[src/hw/rtl/ss_pkg.sv]
// Shared types, codes and helpers for the substring search core.
`default_nettype none
package ss_pkg;

    // Request codes on the input word
    localparam logic [1:0] REQ_CLEAR  = 2'd0;
    localparam logic [1:0] REQ_NEEDLE = 2'd1;
    localparam logic [1:0] REQ_HAY    = 2'd2;

    // Depth of the queues between the two halves and at the output
    localparam int QUEUE_DEPTH = 2;

    localparam logic [7:0] ASCII_UPPER_A = 8'h41;
    localparam logic [7:0] ASCII_UPPER_Z = 8'h5A;
    localparam logic [7:0] ASCII_CASE_BIT = 8'h20;

    typedef struct packed {
        logic [1:0] req_type;
        logic [7:0] data_byte;
        logic       last;
    } in_word_t;

    typedef struct packed {
        logic        found;
        logic [15:0] position;
        logic        needle_overflow;
    } out_word_t;

    typedef enum logic [1:0] {
        OP_CLEAR  = 2'd0,
        OP_NEEDLE = 2'd1,
        OP_HAY    = 2'd2
    } op_t;

    typedef struct packed {
        op_t        op;
        logic [7:0] data_byte;
        logic       last;
    } cmd_t;

    // Engine status seen by the top level
    typedef struct packed {
        logic reported;
        logic needle_empty;
        logic overflow;
    } stat_t;

    function automatic logic [7:0] fold_byte(input logic [7:0] b, input logic en);
        logic [7:0] r;
        r = b;
        if (en && b >= ASCII_UPPER_A && b <= ASCII_UPPER_Z)
        begin
            r = b | ASCII_CASE_BIT;
        end
        return r;
    endfunction

endpackage
`default_nettype wire

[src/hw/rtl/ss_fifo.sv]
// Small register FIFO used between the front end, the engine and the output.
`default_nettype none
module ss_fifo #(
    parameter int WIDTH = 8,
    parameter int DEPTH = 2
) (
    input  wire logic             clk,
    input  wire logic             rst_n,
    input  wire logic             wr_en,
    input  wire logic [WIDTH-1:0] wr_data,
    input  wire logic             rd_en,
    output logic      [WIDTH-1:0] rd_data,
    output logic                  full,
    output logic                  empty
);
    localparam int PTR_W = (DEPTH > 1) ? $clog2(DEPTH) : 1;
    localparam int CNT_W = $clog2(DEPTH + 1);

    logic [WIDTH-1:0] mem_reg [DEPTH];
    logic [PTR_W-1:0] wr_ptr_reg, wr_ptr_next;
    logic [PTR_W-1:0] rd_ptr_reg, rd_ptr_next;
    logic [CNT_W-1:0] cnt_reg, cnt_next;
    logic             do_wr, do_rd;

    assign full    = (cnt_reg == CNT_W'(DEPTH));
    assign empty   = (cnt_reg == '0);
    assign do_wr   = wr_en && !full;
    assign do_rd   = rd_en && !empty;
    assign rd_data = mem_reg[rd_ptr_reg];

    always_comb
    begin
        wr_ptr_next = wr_ptr_reg;
        rd_ptr_next = rd_ptr_reg;
        cnt_next    = cnt_reg;
        if (do_wr)
        begin
            wr_ptr_next = (wr_ptr_reg == PTR_W'(DEPTH - 1)) ? '0 : wr_ptr_reg + 1'b1;
        end
        if (do_rd)
        begin
            rd_ptr_next = (rd_ptr_reg == PTR_W'(DEPTH - 1)) ? '0 : rd_ptr_reg + 1'b1;
        end
        if (do_wr && !do_rd)
        begin
            cnt_next = cnt_reg + 1'b1;
        end
        else if (do_rd && !do_wr)
        begin
            cnt_next = cnt_reg - 1'b1;
        end
    end

    always_ff @(posedge clk or negedge rst_n)
    begin
        if (!rst_n)
        begin
            wr_ptr_reg <= '0;
            rd_ptr_reg <= '0;
            cnt_reg    <= '0;
        end
        else
        begin
            wr_ptr_reg <= wr_ptr_next;
            rd_ptr_reg <= rd_ptr_next;
            cnt_reg    <= cnt_next;
        end
    end

    always_ff @(posedge clk)
    begin
        if (do_wr)
        begin
            mem_reg[wr_ptr_reg] <= wr_data;
        end
    end

endmodule
`default_nettype wire

[src/hw/rtl/ss_front.sv]
// Front end: accepts input words, decodes the request and queues commands.
`default_nettype none
module ss_front (
    input  wire logic             push,
    input  wire ss_pkg::in_word_t in_word,
    input  wire logic             cmd_full,
    output logic                  full,
    output logic                  cmd_push,
    output ss_pkg::cmd_t          cmd_word
);
    logic accept;

    assign full   = cmd_full;
    assign accept = push && !cmd_full;

    always_comb
    begin
        cmd_push           = 1'b0;
        cmd_word.op        = ss_pkg::OP_CLEAR;
        cmd_word.data_byte = in_word.data_byte;
        cmd_word.last      = in_word.last;
        case (in_word.req_type)
            ss_pkg::REQ_CLEAR:
            begin
                cmd_push    = accept;
                cmd_word.op = ss_pkg::OP_CLEAR;
            end
            ss_pkg::REQ_NEEDLE:
            begin
                cmd_push    = accept;
                cmd_word.op = ss_pkg::OP_NEEDLE;
            end
            ss_pkg::REQ_HAY:
            begin
                cmd_push    = accept;
                cmd_word.op = ss_pkg::OP_HAY;
            end
            default:
            begin
                // unused request code: taken and dropped
                cmd_push = 1'b0;
            end
        endcase
    end

endmodule
`default_nettype wire

[src/hw/rtl/ss_back.sv]
// Search engine: needle store and shift-and match vector, one command per cycle unless res_full.
`default_nettype none
module ss_back #(
    parameter int NEEDLE_MAX = 32,
    parameter int INDEX_BITS = 16
) (
    input  wire logic          clk,
    input  wire logic          rst_n,
    input  wire logic          case_fold,
    input  wire logic          cmd_valid,
    input  wire ss_pkg::cmd_t  cmd_word,
    output logic               cmd_pop,
    input  wire logic          res_full,
    output logic               res_push,
    output ss_pkg::out_word_t  res_word,
    output ss_pkg::stat_t      stat
);
    localparam int LEN_W = $clog2(NEEDLE_MAX + 1);
    localparam int CMP_W = (INDEX_BITS > LEN_W) ? INDEX_BITS : LEN_W;

    logic [7:0]            needle_reg [NEEDLE_MAX];
    logic [LEN_W-1:0]      len_reg, len_next;
    logic [NEEDLE_MAX-1:0] vec_reg, vec_next, vec_calc;
    logic [INDEX_BITS-1:0] index_reg, index_next;
    logic                  reported_reg, reported_next;
    logic                  ovf_reg, ovf_next;

    logic [7:0]            hay_byte;
    logic                  hit;
    logic                  needle_we;
    logic [CMP_W-1:0]      back_ext, pos_ext;
    logic [INDEX_BITS-1:0] start;

    assign cmd_pop  = cmd_valid && !res_full;
    assign hay_byte = ss_pkg::fold_byte(cmd_word.data_byte, case_fold);

    assign needle_we = cmd_pop && (cmd_word.op == ss_pkg::OP_NEEDLE)
                       && (index_reg == '0) && !reported_reg
                       && (len_reg < LEN_W'(NEEDLE_MAX));

    // all needle positions compared in parallel
    always_comb
    begin
        hit = 1'b0;
        for (int i = 0; i < NEEDLE_MAX; i++)
        begin
            vec_calc[i] = (LEN_W'(i) < len_reg)
                          && ((i == 0) ? 1'b1 : vec_reg[(i == 0) ? 0 : i - 1])
                          && (ss_pkg::fold_byte(needle_reg[i], case_fold) == hay_byte);
            if (LEN_W'(i + 1) == len_reg)
            begin
                hit = vec_calc[i];
            end
        end
    end

    // match start = index - (len - 1), floored at zero
    assign back_ext = CMP_W'(len_reg - 1'b1);
    assign pos_ext  = CMP_W'(index_reg);
    assign start    = (pos_ext >= back_ext) ? INDEX_BITS'(pos_ext - back_ext) : '0;

    always_comb
    begin
        len_next      = len_reg;
        vec_next      = vec_reg;
        index_next    = index_reg;
        reported_next = reported_reg;
        ovf_next      = ovf_reg;
        res_push      = 1'b0;
        res_word      = '0;
        if (cmd_pop)
        begin
            case (cmd_word.op)
                ss_pkg::OP_CLEAR:
                begin
                    len_next      = '0;
                    vec_next      = '0;
                    index_next    = '0;
                    reported_next = 1'b0;
                    ovf_next      = 1'b0;
                end
                ss_pkg::OP_NEEDLE:
                begin
                    if (index_reg == '0 && !reported_reg)
                    begin
                        if (len_reg < LEN_W'(NEEDLE_MAX))
                        begin
                            len_next = len_reg + 1'b1;
                        end
                        else
                        begin
                            ovf_next = 1'b1;
                        end
                    end
                end
                ss_pkg::OP_HAY:
                begin
                    if (!reported_reg)
                    begin
                        index_next = (index_reg == '1) ? index_reg : index_reg + 1'b1;
                        if (len_reg == '0)
                        begin
                            res_push                 = 1'b1;
                            res_word.found           = 1'b1;
                            res_word.position        = 16'(index_reg);
                            res_word.needle_overflow = ovf_reg;
                            reported_next            = 1'b1;
                        end
                        else
                        begin
                            vec_next = vec_calc;
                            if (hit)
                            begin
                                res_push                 = 1'b1;
                                res_word.found           = 1'b1;
                                res_word.position        = 16'(start);
                                res_word.needle_overflow = ovf_reg;
                                reported_next            = 1'b1;
                            end
                            else if (cmd_word.last)
                            begin
                                res_push                 = 1'b1;
                                res_word.found           = 1'b0;
                                res_word.position        = '0;
                                res_word.needle_overflow = ovf_reg;
                                reported_next            = 1'b1;
                            end
                        end
                    end
                end
                default:
                begin
                end
            endcase
        end
    end

    always_ff @(posedge clk or negedge rst_n)
    begin
        if (!rst_n)
        begin
            len_reg      <= '0;
            vec_reg      <= '0;
            index_reg    <= '0;
            reported_reg <= 1'b0;
            ovf_reg      <= 1'b0;
        end
        else
        begin
            len_reg      <= len_next;
            vec_reg      <= vec_next;
            index_reg    <= index_next;
            reported_reg <= reported_next;
            ovf_reg      <= ovf_next;
        end
    end

    always_ff @(posedge clk)
    begin
        for (int i = 0; i < NEEDLE_MAX; i++)
        begin
            if (needle_we && (len_reg == LEN_W'(i)))
            begin
                needle_reg[i] <= cmd_word.data_byte;
            end
        end
    end

    assign stat.reported     = reported_reg;
    assign stat.needle_empty = (len_reg == '0);
    assign stat.overflow     = ovf_reg;

endmodule
`default_nettype wire

[src/hw/rtl/substring_search_core.sv]
// Top level of the streaming substring search core.
// Usage:
//   Input side looks like a queue: drive in_word and push; the word is taken
//   at a rising edge with push high and full low. req_type selects clear
//   (start a new search), needle byte append, or haystack byte (last marks
//   the final haystack byte). Unused request codes are taken and dropped.
//   Output side looks like a queue: while empty is low the oldest result is
//   on out_word; it is taken at a rising edge with pop high and empty low.
//   At most one result per search: at the first match (found, start position) or at
//   the last haystack byte with no match.
//   cfg_wr_en/cfg_wr_data write case_fold; write it only while idle.
// Timing:
//   Front end decodes into a two-word command queue; while the result queue
//   is not full the engine takes one command per cycle, comparing every
//   needle position in parallel, so throughput is one word per cycle. The
//   result is pushed as its command is popped; empty drops as it is stored.
// Reset: rst_n clears both queues, the search state and case_fold.
// Stalls:
//   When the result queue is full the engine holds; the command queue then
//   fills and full rises. Nothing is lost.
`default_nettype none
module substring_search_core #(
    parameter int NEEDLE_MAX = 32,
    parameter int INDEX_BITS = 16
) (
    input  wire logic              clk,
    input  wire logic              rst_n,
    input  wire logic              push,
    output logic                   full,
    input  wire ss_pkg::in_word_t  in_word,
    output logic                   empty,
    input  wire logic              pop,
    output ss_pkg::out_word_t      out_word,
    input  wire logic              cfg_wr_en,
    input  wire logic              cfg_wr_data
);
    localparam int CMD_W = $bits(ss_pkg::cmd_t);
    localparam int RES_W = $bits(ss_pkg::out_word_t);

    logic              case_fold_reg;
    logic              cmd_push, cmd_full, cmd_empty, cmd_pop;
    ss_pkg::cmd_t      cmd_in, cmd_out;
    logic [CMD_W-1:0]  cmd_rd_bits;
    logic              res_push, res_full;
    ss_pkg::out_word_t res_word;
    logic [RES_W-1:0]  res_rd_bits;
    ss_pkg::stat_t     stat;

    always_ff @(posedge clk or negedge rst_n)
    begin
        if (!rst_n)
        begin
            case_fold_reg <= 1'b0;
        end
        else if (cfg_wr_en)
        begin
            case_fold_reg <= cfg_wr_data;
        end
    end

    ss_front u_front (
        .push     (push),
        .in_word  (in_word),
        .cmd_full (cmd_full),
        .full     (full),
        .cmd_push (cmd_push),
        .cmd_word (cmd_in)
    );

    ss_fifo #(
        .WIDTH (CMD_W),
        .DEPTH (ss_pkg::QUEUE_DEPTH)
    ) u_cmd_q (
        .clk     (clk),
        .rst_n   (rst_n),
        .wr_en   (cmd_push),
        .wr_data (cmd_in),
        .rd_en   (cmd_pop),
        .rd_data (cmd_rd_bits),
        .full    (cmd_full),
        .empty   (cmd_empty)
    );

    assign cmd_out = ss_pkg::cmd_t'(cmd_rd_bits);

    ss_back #(
        .NEEDLE_MAX (NEEDLE_MAX),
        .INDEX_BITS (INDEX_BITS)
    ) u_back (
        .clk       (clk),
        .rst_n     (rst_n),
        .case_fold (case_fold_reg),
        .cmd_valid (!cmd_empty),
        .cmd_word  (cmd_out),
        .cmd_pop   (cmd_pop),
        .res_full  (res_full),
        .res_push  (res_push),
        .res_word  (res_word),
        .stat      (stat)
    );

    ss_fifo #(
        .WIDTH (RES_W),
        .DEPTH (ss_pkg::QUEUE_DEPTH)
    ) u_res_q (
        .clk     (clk),
        .rst_n   (rst_n),
        .wr_en   (res_push),
        .wr_data (res_word),
        .rd_en   (pop),
        .rd_data (res_rd_bits),
        .full    (res_full),
        .empty   (empty)
    );

    assign out_word = ss_pkg::out_word_t'(res_rd_bits);

`ifndef SYNTHESIS
    // a clear leaves an empty, unflagged, unreported search
    a_clear_resets: assert property (@(posedge clk) disable iff (!rst_n)
        (cmd_pop && cmd_out.op == ss_pkg::OP_CLEAR)
        |=> (stat.needle_empty && !stat.reported && !stat.overflow))
        else $error("clear did not reset search state");

    // every result marks the search as reported
    a_result_reports: assert property (@(posedge clk) disable iff (!rst_n)
        res_push |=> stat.reported)
        else $error("result without reported flag");

    // at most one result per search
    a_single_result: assert property (@(posedge clk) disable iff (!rst_n)
        stat.reported |-> !res_push)
        else $error("second result in one search");

    // unused request codes never reach the engine
    a_drop_unused: assert property (@(posedge clk) disable iff (!rst_n)
        (push && !full && in_word.req_type != ss_pkg::REQ_CLEAR
         && in_word.req_type != ss_pkg::REQ_NEEDLE
         && in_word.req_type != ss_pkg::REQ_HAY) |-> !cmd_push)
        else $error("unused request queued");
`endif

endmodule
`default_nettype wire

[config.mk]
export PLATFORM = sky130hd
export DESIGN_NAME = substring_search_core
export DESIGN_NICKNAME = d
export VERILOG_FILES = /design/src/hw/rtl/ss_pkg.sv /design/src/hw/rtl/ss_fifo.sv /design/src/hw/rtl/ss_front.sv /design/src/hw/rtl/ss_back.sv /design/src/hw/rtl/substring_search_core.sv
export SDC_FILE = /design/constraint.sdc
export NUM_CORES = 1
export LEC_CHECK = 0
export ABC_CLOCK_PERIOD_IN_PS = 14240
export BUFFER_PORTS_ARGS = -buffer_cell sky130_fd_sc_hd__buf_4
export CAP_MARGIN = 10
export CORE_MARGIN = 1.5
export CORE_UTILIZATION = 45
export DETAILED_ROUTE_END_ITERATION = 8
export SLEW_MARGIN = 25
export SYNTH_ARGS = -nofsm -noshare
export SYNTH_HDL_FRONTEND = slang
export SYNTH_SLANG_ARGS = --single-unit
[constraint.sdc]
create_clock -name clk -period 14.24 [get_ports clk]
set_input_delay 4.272 -clock clk [delete_from_list [all_inputs] [get_ports clk]]
set_output_delay 4.272 -clock clk [all_outputs]
set_load 0.02 [all_outputs]
==> summary.txt <==
Routing
  • Vias: 13297
  • DR pass1 iterations: 5
  • Vias/cell: 5.93
  • Detailed Route Iter0 Violations: 1019
  • Routed Antenna Nets: 0
  • Final wirelength: 52100 um
  • DRC Markers: 0
  • WL per Instance: 23.2 um

Placed design
  • Final HPWL from detailed placement: 33500 um
  • Area of placed instances: 20000 um2
  • Routability cong.: 0.894
  • Post-Place Cells: 2169
  • I/O Buffers: 36

STA
  • Post-layout min period: 6.25 ns
  • Relative slew slack: 33.8%
  • Setup TNS: 0 ns
  • RSZ-0062 raised after global routing: false
  • Final Setup Violations: 0
  • Skew final: 0.0171 ns
  • Slew Viols, Final: 0
  • Post-route clock period utilization: 43.9%
  • Worst Tran Pin Value: 0.983 ns
  • WHS: 0.470 ns
  • Top achievable clock speed: 160 MHz
  • Fin. Hold Viols: 0

Clocking
  • Worst-path clk slew: 0.06 ns
  • Htree depth: 2
  • Num CTS Buffers: 42
  • Postcts setup bufs: 0
  • CTS tree: built
  • Hold_buf cts: 0
  • # resized after CTS: 0
  • Clk buf depth: 3
  • Worst-Skew Late Latency: 0.57 ns
  • CTS root buffer: clkbuf_16
  • # clock sinks: 378

Setup path
  • Crit path kind: reg2out
  • CP Launch Type: flip-flop
  • Reg2Reg Setup Slack: 8.26 ns
  • Arr. time, crit path: 1.97 ns
  • Worst EP required: 9.97 ns
  • Critical path, cell by cell: mux2_2, buf_4
  • Slowest cell on crit path: dfrtp_1
  • Max stage delay on crit path: 0.82 ns
  • Worst Path Max Fanout: 19
  • Setup crit end kind: output port

Yosys
  • EDFF count, synth: 314
  • Dominant synthesized flop cell: edfxtp_1
  • Sequential-to-total area share from yosys stat: 57.3%
  • Synth async-reset ratio: 16.9%
  • Syn Inst Count: 1639
  • Synth warnings: 0
  • Syn_area_per_cell: 11.7 um2
  • Syn_nets: 1681
  • Cell Area, Synth: 19200 um2
  • Synth unique cells: 79
  • Yosys reg bits: 378

Job
  • Max-cap viol count: 0

Power
  • Worst vdd ir: 122 uV
  • Power Dens Cells: 172 nW/um2
  • Static Leak: 7.17 nW
  • Total power: 0.00366 W

Die
  • Die X: 210 um
  • Die height: 210 um
  • Io pins: 37
  • Initial Util: 45.8%
  • Full die area: 44000 um2
  • Core Region: 42000 um2
  • Row Count: 75

Outcome
  • Status: complete, no violations

Finish
  • Commonest non-fill, non-tap cells in the layout: 314 x edfxtp_1, 204 x xnor2_1, 159 x nor2_1
  • Largest register FFs: 256
  • Design area: 21300 um2
  • Nets: 1716
  • Commonest non-fill, non-tap cell in the layout: edfxtp_1
  • Cell Count, Final, Fillers Out: 2243
  • Share of cells above drive strength 1: 9.27%
  • Area added between synthesis and finish: 10.5%
  • Antenna cell count: 0

Global routing
  • Grt ovf: 0
  • GRT Overall Usage: 24.0%
  • First-pass GRT wire length: 79700 um
  • Pin count of the biggest net entering global routing: 65
  • Vias in the first global route: 13308
  • Initial antenna violation count: 0

Worst hold path
  • Hold Path Class: reg2reg
==> power by group <==
| part | switching [W] | total [W] | leakage (nW) | internal (W) |
|---|---|---|---|---|
| combinational | 0.000833 | 0.00125 | 2.85 | 0.000415 |
| clock | 0.000429 | 0.00101 | 0.612 | 0.000586 |
| sequential | 0.0000643 | 0.00140 | 3.71 | 0.00134 |
==> routing by layer <==
layer / share of wire [%] / global-route usage (%) / wire length, um
met5: 0 / 0 / 0
met4: 2.6 / 7.84 / 1330
met3: 6.9 / 4.52 / 3590
met2: 48 / 40.5 / 25200
met1: 42 / 31.3 / 22000
==> worst paths after layout <==
kind,from,to,cells after the start
min reg2reg,u_back.vec_reg[0],u_back.vec_reg[0],2
min in group asynchronous,rst_n,u_cmd_q.wr_ptr_reg,1
max reg2reg,u_cmd_q.rd_ptr_reg,u_res_q.mem_reg[1][8],13
min,u_back.vec_reg[0],u_back.vec_reg[0],2
max,u_res_q.rd_ptr_reg,out_word[12],2
max in group asynchronous,rst_n,u_back.vec_reg[2],1
==> final cells by class <==
type	instances	area, um2
clock buffers	52	1110
clock inverters	22	154
fillers	3719	20800
inverters	26	100
multi-input cells	1171	7780
flip-flops and latches	378	11000
well taps	539	674
repair buffers	55	413
==> kinds of logic (layout without fill, tap and decap cells) <==
family          Yosys count  in the layout  synth area share (%)
simple gates            566            566                  14.3
flops                   378            378                  57.3
xor+xnor                284            284                  12.9
compound gates          265            265                  9.30
buf+inv                  90            155                  2.31
mux                      31             31                  2.20
fa+ha+maj                25             25                  1.66
==> synthesized netlist by cell type (27+ instances only) <==
cell type  count  area [um2]
edfxtp_1     314        9430
xnor2_1      204        1790
nor2_1       161         604
nand2_1      117         439
xor2_1        80         701
a21oi_1       69         345
nor3_1        67         335
dfrtp_1       64        1600
nand3_1       54         270
nor4_1        49         307
o21ai_0       47         235
a21o_1        33         248
clkbuf_1      33         124
nand4_1       30         188
a211oi_1      27         203
==> metrics by stage <==
step	worst slack, ns	utilization [%]
6_report	7.99	50.6
5_1_grt	7.89	50.6
4_1_cts	7.92	50.6
3_5_place_dp	8.32	47.6
3_3_place_gp	8.45	47.6
2_1_floorplan	8.53	-
==> worst max-delay path: cells and delay by family, from the launching register on <==
family   cells  cell delay, ns
mux          1            0.42
buf+inv      1            0.16
flops        1            0.82
No activity file was read; power rests on OpenSTA's default activity.
